[config.mk]
export PLATFORM = sky130hd
export DESIGN_NAME = genbank_record_base_extractor
export DESIGN_NICKNAME = d
export VERILOG_FILES = /design/src/hdl/gbrbe_pkg.sv /design/src/hdl/gbrbe_parser.sv /design/src/hdl/genbank_record_base_extractor.sv
export SDC_FILE = /design/constraint.sdc
export NUM_CORES = 1
export LEC_CHECK = 0
export ABC_AREA = 1
export BUFFER_PORTS_ARGS = -buffer_cell sky130_fd_sc_hd__buf_4
export CORE_ASPECT_RATIO = 2
export CORE_UTILIZATION = 60
export DETAILED_ROUTE_END_ITERATION = 8
export GPL_ROUTABILITY_DRIVEN = 1
export PLACE_DENSITY = 0.91
export REMOVE_ABC_BUFFERS = 1
export SYNTH_ARGS = -nofsm -noshare
export SYNTH_HDL_FRONTEND = slang
export SYNTH_SLANG_ARGS = --single-unit
[constraint.sdc]
create_clock -name clock -period 3.5 [get_ports clock]
set_clock_uncertainty 0.15 [all_clocks]
set_input_delay 0.35 -clock clock [delete_from_list [all_inputs] [get_ports clock]]
set_output_delay 0.35 -clock clock [all_outputs]
set_load 0.01 [all_outputs]
[src/hdl/gbrbe_pkg.sv]
// Package for the GenBank record base extractor: word types, codes and character tables.
`timescale 1ns / 1ps

package gbrbe_pkg;

   // Longest record name that is forwarded, and the counter width it needs
   localparam int NAME_LIMIT   = 256;
   localparam int NAME_LEN_W   = $clog2(NAME_LIMIT + 1);

   localparam logic [3:0] NAME_COLUMN = 4'd12;
   localparam logic [3:0] HDR_LEN     = 4'd5;
   localparam logic [3:0] ORG_LEN     = 4'd6;

   localparam logic [7:0] CHAR_LF    = 8'h0A;
   localparam logic [7:0] CHAR_SPACE = 8'h20;
   localparam logic [7:0] CHAR_SLASH = 8'h2F;

   localparam logic [7:0] AMBIG_CODE = 8'd10;
   localparam logic [7:0] NO_BASE    = 8'd255;

   // Result kinds
   localparam logic [2:0] KIND_NAME     = 3'd0;
   localparam logic [2:0] KIND_BASE     = 3'd1;
   localparam logic [2:0] KIND_DONE     = 3'd2;
   localparam logic [2:0] KIND_NOMORE   = 3'd3;
   localparam logic [2:0] KIND_HDRERR   = 3'd4;
   localparam logic [2:0] KIND_NOORIGIN = 3'd5;

   typedef enum logic [2:0] {
      PH_HDR,
      PH_NAME,
      PH_SKIPLINE,
      PH_SEEK_ORIGIN,
      PH_ORIGIN_LINE,
      PH_SEQ,
      PH_TRAILER,
      PH_HALT
   } phase_type;

   typedef struct packed {
      logic [7:0] text_byte;
      logic       end_of_text;
   } req_word_type;

   typedef struct packed {
      logic [2:0]  kind;
      logic [7:0]  value;
      logic [31:0] base_count;
   } rsp_word_type;

   // Letters of the record header keyword
   function automatic logic [7:0] hdr_char(input logic [2:0] idx);
      logic [7:0] c;
      unique case (idx)
         3'd0:    c = 8'h4C; // L
         3'd1:    c = 8'h4F; // O
         3'd2:    c = 8'h43; // C
         3'd3:    c = 8'h55; // U
         3'd4:    c = 8'h53; // S
         default: c = 8'h00;
      endcase
      return c;
   endfunction

   // Letters of the sequence start keyword
   function automatic logic [7:0] org_char(input logic [2:0] idx);
      logic [7:0] c;
      unique case (idx)
         3'd0:    c = 8'h4F; // O
         3'd1:    c = 8'h52; // R
         3'd2:    c = 8'h49; // I
         3'd3:    c = 8'h47; // G
         3'd4:    c = 8'h49; // I
         3'd5:    c = 8'h4E; // N
         default: c = 8'h00;
      endcase
      return c;
   endfunction

   // Map a base or ambiguity letter of either case to its base code, anything else to NO_BASE
   function automatic logic [7:0] base_code(input logic [7:0] b);
      logic [7:0] c;
      logic [7:0] code;
      if (b >= 8'h41 && b <= 8'h5A) begin
         c = b + 8'd32;
      end else begin
         c = b;
      end
      unique case (c)
         8'h74, 8'h75: code = 8'd0;        // t u
         8'h63:        code = 8'd1;        // c
         8'h61:        code = 8'd2;        // a
         8'h67:        code = 8'd3;        // g
         8'h79, 8'h72, 8'h73, 8'h77, 8'h6B, 8'h6D, 8'h62,
         8'h64, 8'h68, 8'h69, 8'h71, 8'h76, 8'h78, 8'h6E:
                       code = AMBIG_CODE;  // ambiguity letters
         default:      code = NO_BASE;
      endcase
      return code;
   endfunction

endpackage

[src/hdl/gbrbe_parser.sv]
// Parser state registers and the per-byte next-state and result logic.
`timescale 1ns / 1ps

module gbrbe_parser (
   input  logic                  clock,
   input  logic                  reset,
   input  logic                  step,
   input  gbrbe_pkg::req_word_type word,
   input  logic                  count_only,
   output logic                  res_valid,
   output gbrbe_pkg::rsp_word_type res_word
);

   gbrbe_pkg::phase_type            phase_ff, phase_in;
   logic [3:0]                      column_ff, column_in;
   logic                            prefix_ff, prefix_in;
   logic [gbrbe_pkg::NAME_LEN_W-1:0] name_len_ff, name_len_in;
   logic [31:0]                     bases_ff, bases_in;
   logic [1:0]                      trailer_ff, trailer_in;

   logic [7:0] b;
   logic [7:0] code;
   logic [3:0] column_inc;
   logic       prefix_next;

   assign b          = word.text_byte;
   assign code       = gbrbe_pkg::base_code(b);
   assign column_inc = column_ff + 4'd1;

   // Compute next state and the result for one byte
   always_comb begin
      phase_in    = phase_ff;
      column_in   = column_ff;
      prefix_in   = prefix_ff;
      name_len_in = name_len_ff;
      bases_in    = bases_ff;
      trailer_in  = trailer_ff;
      res_valid   = 1'b0;
      res_word    = '0;
      prefix_next = prefix_ff;

      if (phase_ff == gbrbe_pkg::PH_HALT) begin
         // halted: drop everything until reset
      end else if (word.end_of_text) begin
         unique case (phase_ff)
            gbrbe_pkg::PH_HDR: begin
               phase_in  = gbrbe_pkg::PH_HALT;
               res_valid = 1'b1;
               if (column_ff == 4'd0) begin
                  res_word.kind = gbrbe_pkg::KIND_NOMORE;
               end else if (column_ff < gbrbe_pkg::HDR_LEN) begin
                  res_word.kind = gbrbe_pkg::KIND_HDRERR;
               end else begin
                  res_word.kind = gbrbe_pkg::KIND_NOORIGIN;
               end
            end
            gbrbe_pkg::PH_NAME, gbrbe_pkg::PH_SKIPLINE, gbrbe_pkg::PH_SEEK_ORIGIN: begin
               phase_in      = gbrbe_pkg::PH_HALT;
               res_valid     = 1'b1;
               res_word.kind = gbrbe_pkg::KIND_NOORIGIN;
            end
            gbrbe_pkg::PH_ORIGIN_LINE, gbrbe_pkg::PH_SEQ: begin
               res_valid           = 1'b1;
               res_word.kind       = gbrbe_pkg::KIND_DONE;
               res_word.base_count = bases_ff;
               phase_in            = gbrbe_pkg::PH_HDR;
               column_in           = 4'd0;
               prefix_in           = 1'b1;
               name_len_in         = '0;
               bases_in            = '0;
               trailer_in          = 2'd0;
            end
            default: begin
               phase_in      = gbrbe_pkg::PH_HALT;
               res_valid     = 1'b1;
               res_word.kind = gbrbe_pkg::KIND_NOMORE;
            end
         endcase
      end else begin
         unique case (phase_ff)
            gbrbe_pkg::PH_HDR: begin
               if (b == gbrbe_pkg::CHAR_LF) begin
                  if (column_ff == 4'd0) begin
                     // empty line: skip
                  end else if (column_ff < gbrbe_pkg::HDR_LEN) begin
                     phase_in      = gbrbe_pkg::PH_HALT;
                     res_valid     = 1'b1;
                     res_word.kind = gbrbe_pkg::KIND_HDRERR;
                  end else begin
                     phase_in  = gbrbe_pkg::PH_SEEK_ORIGIN;
                     column_in = 4'd0;
                     prefix_in = 1'b1;
                  end
               end else if (column_ff < gbrbe_pkg::HDR_LEN &&
                            b != gbrbe_pkg::hdr_char(column_ff[2:0])) begin
                  phase_in      = gbrbe_pkg::PH_HALT;
                  res_valid     = 1'b1;
                  res_word.kind = gbrbe_pkg::KIND_HDRERR;
               end else begin
                  column_in = column_inc;
                  if (column_inc >= gbrbe_pkg::NAME_COLUMN) begin
                     phase_in = gbrbe_pkg::PH_NAME;
                  end
               end
            end
            gbrbe_pkg::PH_NAME: begin
               if (b == gbrbe_pkg::CHAR_SPACE) begin
                  phase_in = gbrbe_pkg::PH_SKIPLINE;
               end else if (b == gbrbe_pkg::CHAR_LF) begin
                  phase_in  = gbrbe_pkg::PH_SEEK_ORIGIN;
                  column_in = 4'd0;
                  prefix_in = 1'b1;
               end else if (name_len_ff <
                            gbrbe_pkg::NAME_LEN_W'(gbrbe_pkg::NAME_LIMIT)) begin
                  name_len_in    = name_len_ff + gbrbe_pkg::NAME_LEN_W'(1);
                  res_valid      = 1'b1;
                  res_word.kind  = gbrbe_pkg::KIND_NAME;
                  res_word.value = b;
               end
            end
            gbrbe_pkg::PH_SKIPLINE: begin
               if (b == gbrbe_pkg::CHAR_LF) begin
                  phase_in  = gbrbe_pkg::PH_SEEK_ORIGIN;
                  column_in = 4'd0;
                  prefix_in = 1'b1;
               end
            end
            gbrbe_pkg::PH_SEEK_ORIGIN: begin
               if (b == gbrbe_pkg::CHAR_LF) begin
                  column_in = 4'd0;
                  prefix_in = 1'b1;
               end else if (column_ff < gbrbe_pkg::ORG_LEN) begin
                  if (b != gbrbe_pkg::org_char(column_ff[2:0])) begin
                     prefix_next = 1'b0;
                  end
                  prefix_in = prefix_next;
                  column_in = column_inc;
                  if (column_inc == gbrbe_pkg::ORG_LEN && prefix_next) begin
                     phase_in = gbrbe_pkg::PH_ORIGIN_LINE;
                  end
               end
            end
            gbrbe_pkg::PH_ORIGIN_LINE: begin
               if (b == gbrbe_pkg::CHAR_LF) begin
                  phase_in = gbrbe_pkg::PH_SEQ;
               end
            end
            gbrbe_pkg::PH_SEQ: begin
               if (b == gbrbe_pkg::CHAR_SLASH) begin
                  res_valid           = 1'b1;
                  res_word.kind       = gbrbe_pkg::KIND_DONE;
                  res_word.base_count = bases_ff;
                  phase_in            = gbrbe_pkg::PH_TRAILER;
                  column_in           = 4'd0;
                  prefix_in           = 1'b1;
                  name_len_in         = '0;
                  bases_in            = '0;
                  trailer_in          = 2'd2;
               end else if (code != gbrbe_pkg::NO_BASE) begin
                  // count with saturation, emit unless counting only
                  if (bases_ff != 32'hFFFF_FFFF) begin
                     bases_in = bases_ff + 32'd1;
                  end
                  if (!count_only) begin
                     res_valid      = 1'b1;
                     res_word.kind  = gbrbe_pkg::KIND_BASE;
                     res_word.value = code;
                  end
               end
            end
            gbrbe_pkg::PH_TRAILER: begin
               if (trailer_ff > 2'd1) begin
                  trailer_in = trailer_ff - 2'd1;
               end else begin
                  phase_in    = gbrbe_pkg::PH_HDR;
                  column_in   = 4'd0;
                  prefix_in   = 1'b1;
                  name_len_in = '0;
                  bases_in    = '0;
                  trailer_in  = 2'd0;
               end
            end
            default: begin
            end
         endcase
      end
   end

   // Advance the parser state on each consumed word
   always_ff @(posedge clock) begin
      if (reset) begin
         phase_ff    <= gbrbe_pkg::PH_HDR;
         column_ff   <= 4'd0;
         prefix_ff   <= 1'b1;
         name_len_ff <= '0;
         bases_ff    <= '0;
         trailer_ff  <= 2'd0;
      end else if (step) begin
         phase_ff    <= phase_in;
         column_ff   <= column_in;
         prefix_ff   <= prefix_in;
         name_len_ff <= name_len_in;
         bases_ff    <= bases_in;
         trailer_ff  <= trailer_in;
      end
   end

endmodule

[src/hdl/genbank_record_base_extractor.sv]
// Top level of the GenBank record base extractor: input register, parser, result register.
//
// Usage: text bytes enter on the req_ channel, one word per byte, with
// end_of_text set on a word that marks the end of the input. Results leave on
// the rsp_ channel: record name bytes, base codes, record done with its base
// count, and end or error codes. A word is moved when valid is high and
// stall is low at a rising clock edge.
// A result leaves on rsp_ from the result register, which is loaded when its word
// steps out of the input register; words without a result are consumed silently.
// Throughput: one word per cycle while the receiver does not stall, set by the
// single parser step between the input register and the result register.
// The csr_ port sets count_only; write it only while the block is idle.
// When the receiver stalls, the result register holds and the input register
// holds one more word, after which req_stall rises.
// Reset (synchronous, active high) clears the valid flags of both registers,
// count_only and the parser, which then looks for a record header. After an
// error or an end code the block drops every word until reset.
`timescale 1ns / 1ps

module genbank_record_base_extractor (
   input  logic                    clock,
   input  logic                    reset,
   input  logic                    req_valid,
   output logic                    req_stall,
   input  gbrbe_pkg::req_word_type req_data,
   output logic                    rsp_valid,
   input  logic                    rsp_stall,
   output gbrbe_pkg::rsp_word_type rsp_data,
   input  logic                    csr_write_enable,
   input  logic                    csr_write_data
);

   logic                    in_valid_ff, in_valid_in;
   gbrbe_pkg::req_word_type in_word_ff;
   logic                    rsp_valid_ff, rsp_valid_in;
   gbrbe_pkg::rsp_word_type rsp_word_ff;
   logic                    count_only_ff;

   logic                    accept_in;
   logic                    advance;
   logic                    res_valid;
   gbrbe_pkg::rsp_word_type res_word;

   // Move a word through when the result register is free or being emptied
   assign advance     = in_valid_ff && (!rsp_valid_ff || !rsp_stall);
   assign req_stall   = in_valid_ff && !advance;
   assign accept_in   = req_valid && !req_stall;
   assign in_valid_in = accept_in || (in_valid_ff && !advance);
   assign rsp_valid_in = advance ? res_valid : (rsp_valid_ff && rsp_stall);

   assign rsp_valid = rsp_valid_ff;
   assign rsp_data  = rsp_word_ff;

   gbrbe_parser u_parser (
      .clock      (clock),
      .reset      (reset),
      .step       (advance),
      .word       (in_word_ff),
      .count_only (count_only_ff),
      .res_valid  (res_valid),
      .res_word   (res_word)
   );

   // Hold the input word and its valid flag
   always_ff @(posedge clock) begin
      if (reset) begin
         in_valid_ff <= 1'b0;
      end else begin
         in_valid_ff <= in_valid_in;
      end
      if (accept_in) begin
         in_word_ff <= req_data;
      end
   end

   // Hold the result word until taken
   always_ff @(posedge clock) begin
      if (reset) begin
         rsp_valid_ff <= 1'b0;
      end else begin
         rsp_valid_ff <= rsp_valid_in;
      end
      if (advance && res_valid) begin
         rsp_word_ff <= res_word;
      end
   end

   // Latch the count-only setting
   always_ff @(posedge clock) begin
      if (reset) begin
         count_only_ff <= 1'b0;
      end else if (csr_write_enable) begin
         count_only_ff <= csr_write_data;
      end
   end

`ifndef NO_ASSERTIONS
   a_free_output_takes_input: assert property (@(posedge clock) disable iff (reset)
      (!rsp_valid_ff || !rsp_stall) |-> !req_stall)
      else $error("input stalled while result register free");

   a_base_code_range: assert property (@(posedge clock) disable iff (reset)
      (rsp_valid_ff && rsp_word_ff.kind == gbrbe_pkg::KIND_BASE) |->
      (rsp_word_ff.value <= 8'd3 || rsp_word_ff.value == gbrbe_pkg::AMBIG_CODE))
      else $error("bad base code");

   a_no_codes_when_counting: assert property (@(posedge clock) disable iff (reset)
      (rsp_valid_ff && rsp_word_ff.kind == gbrbe_pkg::KIND_BASE) |-> !count_only_ff)
      else $error("base code emitted in count-only mode");

   a_status_value_zero: assert property (@(posedge clock) disable iff (reset)
      (rsp_valid_ff && rsp_word_ff.kind != gbrbe_pkg::KIND_NAME &&
       rsp_word_ff.kind != gbrbe_pkg::KIND_BASE) |-> rsp_word_ff.value == 8'd0)
      else $error("status word carries a value");
`endif

endmodule
==> impl_metrics.sql, run 1 <==
INSERT INTO impl_metrics (metric_group, metric, value, unit) VALUES
('synthesis', 'adder_cell_share_of_the_synthesized_area', '0.0156', ''),
('placed_design', 'routabilityCongestion', '1.04', ''),
('synthesis', 'synth_top_family_by_area', 'simple AND/OR/NAND/NOR gates', ''),
('synthesis', 'async_reset_ff_frac', '0', ''),
('floorplan', 'ios', '60', ''),
('synthesis', 'synthXorXnorAreaFrac', '0.0410', ''),
('sta', 'final.period_utilization', '0.907', ''),
('placed_design', 'preCtsSetupSlack', '0.453', 'ns'),
('floorplan', 'initial_utilization', '0.612', ''),
('synthesis', 'post_synth_inst_count', '839', ''),
('sta', 'setup_ws', '0.326', 'ns'),
('worst_setup_path', 'critical_path.reg2reg.endpoint', 'u_parser.name_len_ff[6]', ''),
('placed_design', 'post-dp-hpwl', '13900', 'um'),
('detailed_routing', 'route.detailed.drc', '0', ''),
('floorplan', 'fp.dieW', '75.1', 'um'),
('synthesis', 'synth_top_cell_by_area', 'sky130_fd_sc_hd__edfxtp_1', ''),
('cells_and_area', 'n_antenna_cell', '0', ''),
('status', 'outcome', 'finished clean', ''),
('worst_setup_path', 'cp_startpoint_kind', 'flop', ''),
('clock_network', 'cts_resized', '0', ''),
('synthesis', 'synth-main-ff-cell', 'sky130_fd_sc_hd__dfxtp_1', ''),
('synthesis', 'ys_ff_latch', '106', ''),
('placed_design', 'post_dp_cell_area', '6900', 'sq um'),
('sta', 'fin_worst_hold_slack', '0.0179', 'ns'),
('synthesis', 'yosys.area_share.simple', '0.336', ''),
('detailed_routing', 'via_count', '6488', ''),
('floorplan', 'die_h', '148', 'um'),
('clock_network', 'clock_latency', '0.36', 'ns'),
('power_and_ir_drop', 'powerDensity', '403', 'nW/um^2'),
('synthesis', 'synth_top_cell_area_share', '0.243', ''),
('clock_network', 'number_of_clock_buffers_inserted_by_tritoncts', '9', ''),
('clock_network', 'cts.repair_timing.setup_buffer_count', '0', ''),
('synthesis', 'netlist_top_cells_count', '153 x sky130_fd_sc_hd__nand2_1, 90 x sky130_fd_sc_hd__nor2_1, 89 x sky130_fd_sc_hd__inv_1', ''),
('sta', 'fmaxAchievable', '0.315', 'GHz'),
('synthesis', 'post_synth_mux_area_share', '0', ''),
('clock_network', 'clock_tree.htree_level_count', '3', ''),
('clock_network', 'clkSlewWorstSetupHoldPaths', '0.07', 'ns'),
('clock_network', 'cts_root_buffer', 'sky130_fd_sc_hd__clkbuf_16', ''),
('detailed_routing', 'drt-initial-drc-count', '960', ''),
('grt', 'antenna_found_initial', '0', ''),
('worst_setup_path', 'cpLargestDelayFamily', 'compound AO/OA/AOI/OAI gates', ''),
('detailed_routing', 'drt-total-wl', '20700', 'um'),
('sta', 'finalWorstPathRequiredPeriod', '3.17', 'ns'),
('cells_and_area', 'final_util', '0.690', ''),
('flow_run', 'max_cap_violations', '0', ''),
('worst_setup_path', 'worst-r2r-setup-slack', '0.33', 'ns'),
('sta', 'slew_viol_final', '0', ''),
('synthesis', 'synth_edf_count', '52', ''),
('synthesis', 'synth_cell_types', '50', ''),
('cells_and_area', 'area_growth', '12.8', '%'),
('worst_setup_path', 'slowest_stage_cell_cp', 'sky130_fd_sc_hd__edfxtp_1', ''),
('synthesis', 'synth_compound_gate_area_share', '0.104', ''),
('sta', 'setup_viol_count_final', '0', ''),
('cells_and_area', 'final_layout_size_suffix_gt1_frac', '0.166', ''),
('hold_path', 'classification_of_the_worst_slack_hold_path', 'in -> reg', ''),
('worst_setup_path', 'worstPathCellList', 'buf_4, nor2_1, inv_1, nor2_1, a21oi_1, inv_1, a211oi_2, nand2_2, o21ai_2, a21oi_1, o21a_1', ''),
('detailed_routing', 'drtPass1Iterations', '6', ''),
('synthesis', 'synthMostInstantiatedCell', 'sky130_fd_sc_hd__nand2_1', ''),
('power_and_ir_drop', 'power.leakage', '0.00267', 'uW'),
('worst_setup_path', 'timing.critical_path.to_type', 'flop', ''),
('detailed_routing', 'antenna_violating_nets_post_route', '0', ''),
('floorplan', 'core_region_area', '10500', 'sq um'),
('synthesis', 'yosysSeqAreaShare', '0.412', ''),
('placed_design', 'io_buffers', '59', ''),
('detailed_routing', 'detail_route.vias_per_cell', '6.32', ''),
('sta', 'timing_worst_slew_pin_value', '1.11', 'ns'),
('grt', 'track_usage', '0.406', ''),
('synthesis', 'synth_area', '6410', 'sq um'),
('hold_path', 'min_delay_worst_endpoint', 'in_word_ff[7]', ''),
('clock_network', 'tritoncts', 'yes', ''),
('worst_setup_path', 'worstRegToRegCells', '11', '');
[where the power goes]
| group | internal (uW) | total [uW] | leakage, uW | switching [uW] |
|---|---|---|---|---|
| registers | 1350 | 1390 | 0.000964 | 44.1 |
| clock network | 649 | 1120 | 0.000153 | 468 |
| logic | 127 | 411 | 0.00155 | 284 |
| total | 2120 | 2920 | 0.00267 | 795 |
[logic make-up (layout without fill, tap and decap cells)]
family,Yosys count,in the layout
adders and majority gates,8,8
xor gates and xnor gates,30,30
AOI/OAI and AO/OA,110,110
DFF,106,106
and+or+nand+nor,451,451
buffers and inverters,134,185
[worst max path at each step]
| stage | startpoint | end | slack [ns] | cells past startpoint |
|---|---|---|---|---|
| 3_3_place_gp | u_parser.column_ff[1] | rsp_data[18] | 0.56 | 16 |
| 2_1_floorplan | in_word_ff[0] | u_parser.bases_ff[6] | -0.20 | 7 |
| 4_1_cts | u_parser.column_ff[1] | rsp_data[6] | 0.27 | 16 |
| 3_5_place_dp | u_parser.column_ff[1] | rsp_data[19] | 0.45 | 16 |
| 5_1_grt | u_parser.column_ff[1] | rsp_data[28] | 0.07 | 16 |
| 6_report | in_word_ff[0] | u_parser.name_len_ff[6] | 0.33 | 11 |
[registers in the layout, summed over array words and instances (netlist names), 2 cells and up]
register	count
u_parser.phase_ff	3
u_parser.trailer_ff	2
rsp_data	43
u_parser.name_len_ff	9
in_word_ff	9
u_parser.bases_ff	32
u_parser.column_ff	4
[layer usage]
layer	wire length, um	global-route usage	vias to the layer above	share of wire
met5	0	0.0253	-	0
met4	1940	0.299	0	0.094
met3	1800	0.153	182	0.087
met2	10400	0.668	419	0.51
met1	6480	0.396	2965	0.31
li1	-	-	2922	-
[per-stage QoR]
step	total power (uW)	setup TNS, ns	instances
after floorplan	1650	-3.71	803
after global placement	1790	0	1011
after detailed placement	1800	0	1011
after CTS	2890	0	1027
after global routing	3000	0	1027
final	2920	0	1027
[placed cells by master (no fill, tap or decap), types with 3 or more instances in the layout]
cell                          n
sky130_fd_sc_hd__inv_2        7
sky130_fd_sc_hd__nand3_1     58
sky130_fd_sc_hd__edfxtp_1    52
sky130_fd_sc_hd__xor2_1      27
sky130_fd_sc_hd__nor2_2      10
sky130_fd_sc_hd__nand2_1    153
sky130_fd_sc_hd__buf_4       70
sky130_fd_sc_hd__nor3_1      66
sky130_fd_sc_hd__a21oi_2     11
sky130_fd_sc_hd__xnor2_1      3
sky130_fd_sc_hd__nor3_2       3
sky130_fd_sc_hd__nand2_2     10
sky130_fd_sc_hd__nand3b_1     3
sky130_fd_sc_hd__nand2_4      3
sky130_fd_sc_hd__clkbuf_16    9
sky130_fd_sc_hd__nor2_1      88
sky130_fd_sc_hd__clkinv_1     3
sky130_fd_sc_hd__a21oi_1     50
sky130_fd_sc_hd__o21a_1       3
sky130_fd_sc_hd__inv_1       88
sky130_fd_sc_hd__nand4_1      9
sky130_fd_sc_hd__o21ai_0     22
sky130_fd_sc_hd__nand3_2     10
sky130_fd_sc_hd__a211oi_1     5
sky130_fd_sc_hd__o211ai_1     3
sky130_fd_sc_hd__nor4_1      30
sky130_fd_sc_hd__dfxtp_1     54
sky130_fd_sc_hd__ha_1         8
[area by class of cell]
class | instances | area [sq um]
Clock inverter | 4 | 76.3
Fill cell | 875 | 3240
Multi-Input combinational cell | 599 | 3190
Clock buffer | 12 | 246
Sequential cell | 106 | 2640
Tap cell | 137 | 171
Timing Repair Buffer | 71 | 539
Inverter | 98 | 368
No activity file was read; power rests on OpenSTA's default activity.
==> run 2: changes to the inputs <==
- MAX_ROUTING_LAYER: default -> met4
==> run 2 against run 1 <==
  * The flow now finishes with violations (design-rule violations)
  * First-iteration DRC count shrank 26%
  * Worst setup slack gained 0.041 ns
  * Core utilization shrank 0.16 points
  * Wire length shrank 4.9%
  * Die area is the same
  * Combinational power shrank 2%
  * Clock power is essentially flat
  * Critical path type unchanged
  * Critical endpoint is now rsp_data[8]
  * Largest power group unchanged
  * Highest routed layer unchanged
==> impl_metrics.sql, run 2 (synthesis gave the netlist of run 1 again) <==
INSERT INTO impl_metrics (metric_group, metric, value, unit) VALUES
('floorplan', 'rows', '53', ''),
('worst_setup_path', 'worstPathArrival', '2.99', 'ns'),
('worst_setup_path', 'timing.critical_path.to_type', 'flop', ''),
('worst_setup_path', 'worstRegToRegCells', '16', ''),
('sta', 'finalWorstPathRequiredPeriod', '3.13', 'ns'),
('cells_and_area', 'area_growth', '12.5', '%'),
('hold_path', 'hp-start', 'req_data[5]', ''),
('floorplan', 'fp.dieW', '75.1', 'um'),
('clock_network', 'cts_resized', '0', ''),
('cells_and_area', 'final_common_cell', 'sky130_fd_sc_hd__nand2_1', ''),
('cells_and_area', 'layout.cells.most_common_list', '153 x sky130_fd_sc_hd__nand2_1, 89 x sky130_fd_sc_hd__nor2_1, 88 x sky130_fd_sc_hd__inv_1, 70 x sky130_fd_sc_hd__buf_4, 66 x sky130_fd_sc_hd__nor3_1', ''),
('hold_path', 'classification_of_the_worst_slack_hold_path', 'in -> reg', ''),
('grt', 'antenna_found_initial', '0', ''),
('clock_network', 'clkSlewWorstSetupHoldPaths', '0.07', 'ns'),
('worst_setup_path', 'cp_startpoint_kind', 'flop', ''),
('clock_network', 'number_of_clock_buffers_inserted_by_tritoncts', '9', ''),
('power_and_ir_drop', 'ir_drop', '272', 'uV'),
('floorplan', 'core_region_area', '10500', 'sq um'),
('clock_network', 'clock_latency', '0.36', 'ns'),
('clock_network', 'hold_buf_count_cts', '0', ''),
('grt', 'track_usage', '0.391', ''),
('cells_and_area', 'n_antenna_cell', '0', ''),
('sta', 'timing_worst_slew_pin_value', '1.07', 'ns'),
('sta', 'rsz0062_at_grt', 'false', ''),
('floorplan', 'die_h', '148', 'um'),
('hold_path', 'worstHoldPathCells', '1', ''),
('grt', 'grt_overflow', '0', ''),
('cells_and_area', 'final_util', '0.689', ''),
('detailed_routing', 'drtPass1Iterations', '8', ''),
('power_and_ir_drop', 'powerDensity', '403', 'nW/um^2'),
('floorplan', 'initial_utilization', '0.612', ''),
('cells_and_area', 'final_layout_size_suffix_gt1_frac', '0.164', ''),
('floorplan', 'floorplan.die_area', '11100', 'sq um'),
('cells_and_area', 'largest_reg_flops', '43', ''),
('detailed_routing', 'drt-initial-drc-count', '707', ''),
('grt', 'first_global_vias', '6305', ''),
('flow_run', 'max_cap_violations', '0', ''),
('sta', 'fin_worst_hold_slack', '0.0158', 'ns'),
('placed_design', 'routabilityCongestion', '1.05', ''),
('detailed_routing', 'via_count', '6282', ''),
('power_and_ir_drop', 'finalPower', '2910', 'uW'),
('clock_network', 'cts.repair_timing.setup_buffer_count', '0', ''),
('sta', 'slew_headroom', '0.287', ''),
('sta', 'fmaxAchievable', '0.319', 'GHz'),
('sta', 'setup_viol_count_final', '0', ''),
('worst_setup_path', 'setup.worst_path.start', 'u_parser.column_ff[1]', ''),
('sta', 'slew_viol_final', '0', ''),
('sta', 'final.period_utilization', '0.895', ''),
('detailed_routing', 'antenna_violating_nets_post_route', '0', ''),
('floorplan', 'ios', '60', ''),
('worst_setup_path', 'crit-reg2reg-launch', 'u_parser.column_ff[1]', ''),
('detailed_routing', 'drt-total-wl', '19700', 'um'),
('cells_and_area', 'nets', '907', ''),
('clock_network', 'clock_tree.htree_level_count', '3', ''),
('detailed_routing', 'detail_route.wl_per_cell', '19.2', 'um'),
('clock_network', 'cts-root-to-sink-buffers', '2', ''),
('worst_setup_path', 'worst-endpoint-required', '3.35', 'ns'),
('detailed_routing', 'route.detailed.drc', '1', ''),
('sta', 'hold_violations', '0', ''),
('status', 'outcome', 'finished with violations', ''),
('power_and_ir_drop', 'power.leakage', '0.00266', 'uW'),
('placed_design', 'io_buffers', '59', ''),
('status', 'failed_checks', 'design-rule violations', ''),
('grt', 'largest_net_degree_at_the_start_of_global_routing', '34', ''),
('clock_network', 'cts.sink_count', '106', ''),
('worst_setup_path', 'cp_max_fo', '32', ''),
('detailed_routing', 'detail_route.vias_per_cell', '6.12', ''),
('worst_setup_path', 'class_of_the_most_critical_setup_path', 'reg -> reg', ''),
('placed_design', 'post-dp-hpwl', '13900', 'um'),
('clock_network', 'cts_root_buffer', 'sky130_fd_sc_hd__clkbuf_16', ''),
('grt', 'first_pass_grt_wire_length', '31100', 'um'),
('clock_network', 'tritoncts', 'yes', '');
## run 2: changes by cell type in the layout (fill, tap and decap cells not counted)
cell	before	now
sky130_fd_sc_hd__nor2_1	88	89
sky130_fd_sc_hd__clkbuf_8	2	1
sky130_fd_sc_hd__nor2_2	10	9
## run 2: area by class of cell
class,count,area [sq um]
fillers,872,3260
flip-flops and latches,106,2640
well taps,137,171
repair buffers,70,526
clock buffers,12,246
clock inverters,4,76.3
inverters,98,368
multi-input cells,599,3190
## run 2: path summary, 6_finish.rpt
| kind | to | slack [ns] |
|---|---|---|
| setup / recovery | rsp_data[8] | 0.37 |
| hold / removal | in_word_ff[5] | 0.02 |
| setup reg to reg | rsp_data[8] | 0.37 |
| hold reg to reg | u_parser.bases_ff[4] | 0.33 |
## run 2: power breakdown
group	internal (uW)	leakage (uW)	total [uW]	switching [uW]
registers	1350	0.000964	1390	43.6
logic	125	0.00154	402	277
clock network	649	0.000153	1120	467
## run 2: worst max-delay path, stage by stage, from the launching register on
cell	delay, ns
sky130_fd_sc_hd__dfxtp_1	0.46
sky130_fd_sc_hd__inv_1	0.14
sky130_fd_sc_hd__ha_1	0.25
sky130_fd_sc_hd__o21ai_0	0.19
sky130_fd_sc_hd__inv_1	0.06
sky130_fd_sc_hd__nor2_1	0.22
sky130_fd_sc_hd__nand2_1	0.11
sky130_fd_sc_hd__a21oi_1	0.13
sky130_fd_sc_hd__nor2_1	0.06
sky130_fd_sc_hd__nand3b_1	0.09
sky130_fd_sc_hd__nand2_1	0.10
sky130_fd_sc_hd__nand2_1	0.12
sky130_fd_sc_hd__a21oi_1	0.07
sky130_fd_sc_hd__nand3_1	0.08
sky130_fd_sc_hd__nand2_1	0.07
sky130_fd_sc_hd__clkinv_1	0.06
sky130_fd_sc_hd__buf_4	0.40
## run 2: layer usage
layer | track usage | vias up | part of all wire
met1 | 0.336 | 2846 | 0.30
met4 | 0.326 | 0 | 0.097
met5 | - | - | 0
met2 | 0.658 | 370 | 0.52
met3 | 0.121 | 140 | 0.079
li1 | - | 2926 | -
## run 2: stage by stage
step	TNS [ns]	area [sq um]	instances	setup slack, ns
after floorplan	-3.71	6200	803	-0.204
after global placement	0	6900	1010	0.555
after detailed placement	0	6900	1010	0.472
after CTS	0	7220	1026	0.439
after global routing	0	7220	1026	0.0891
final	0	7220	1026	0.367
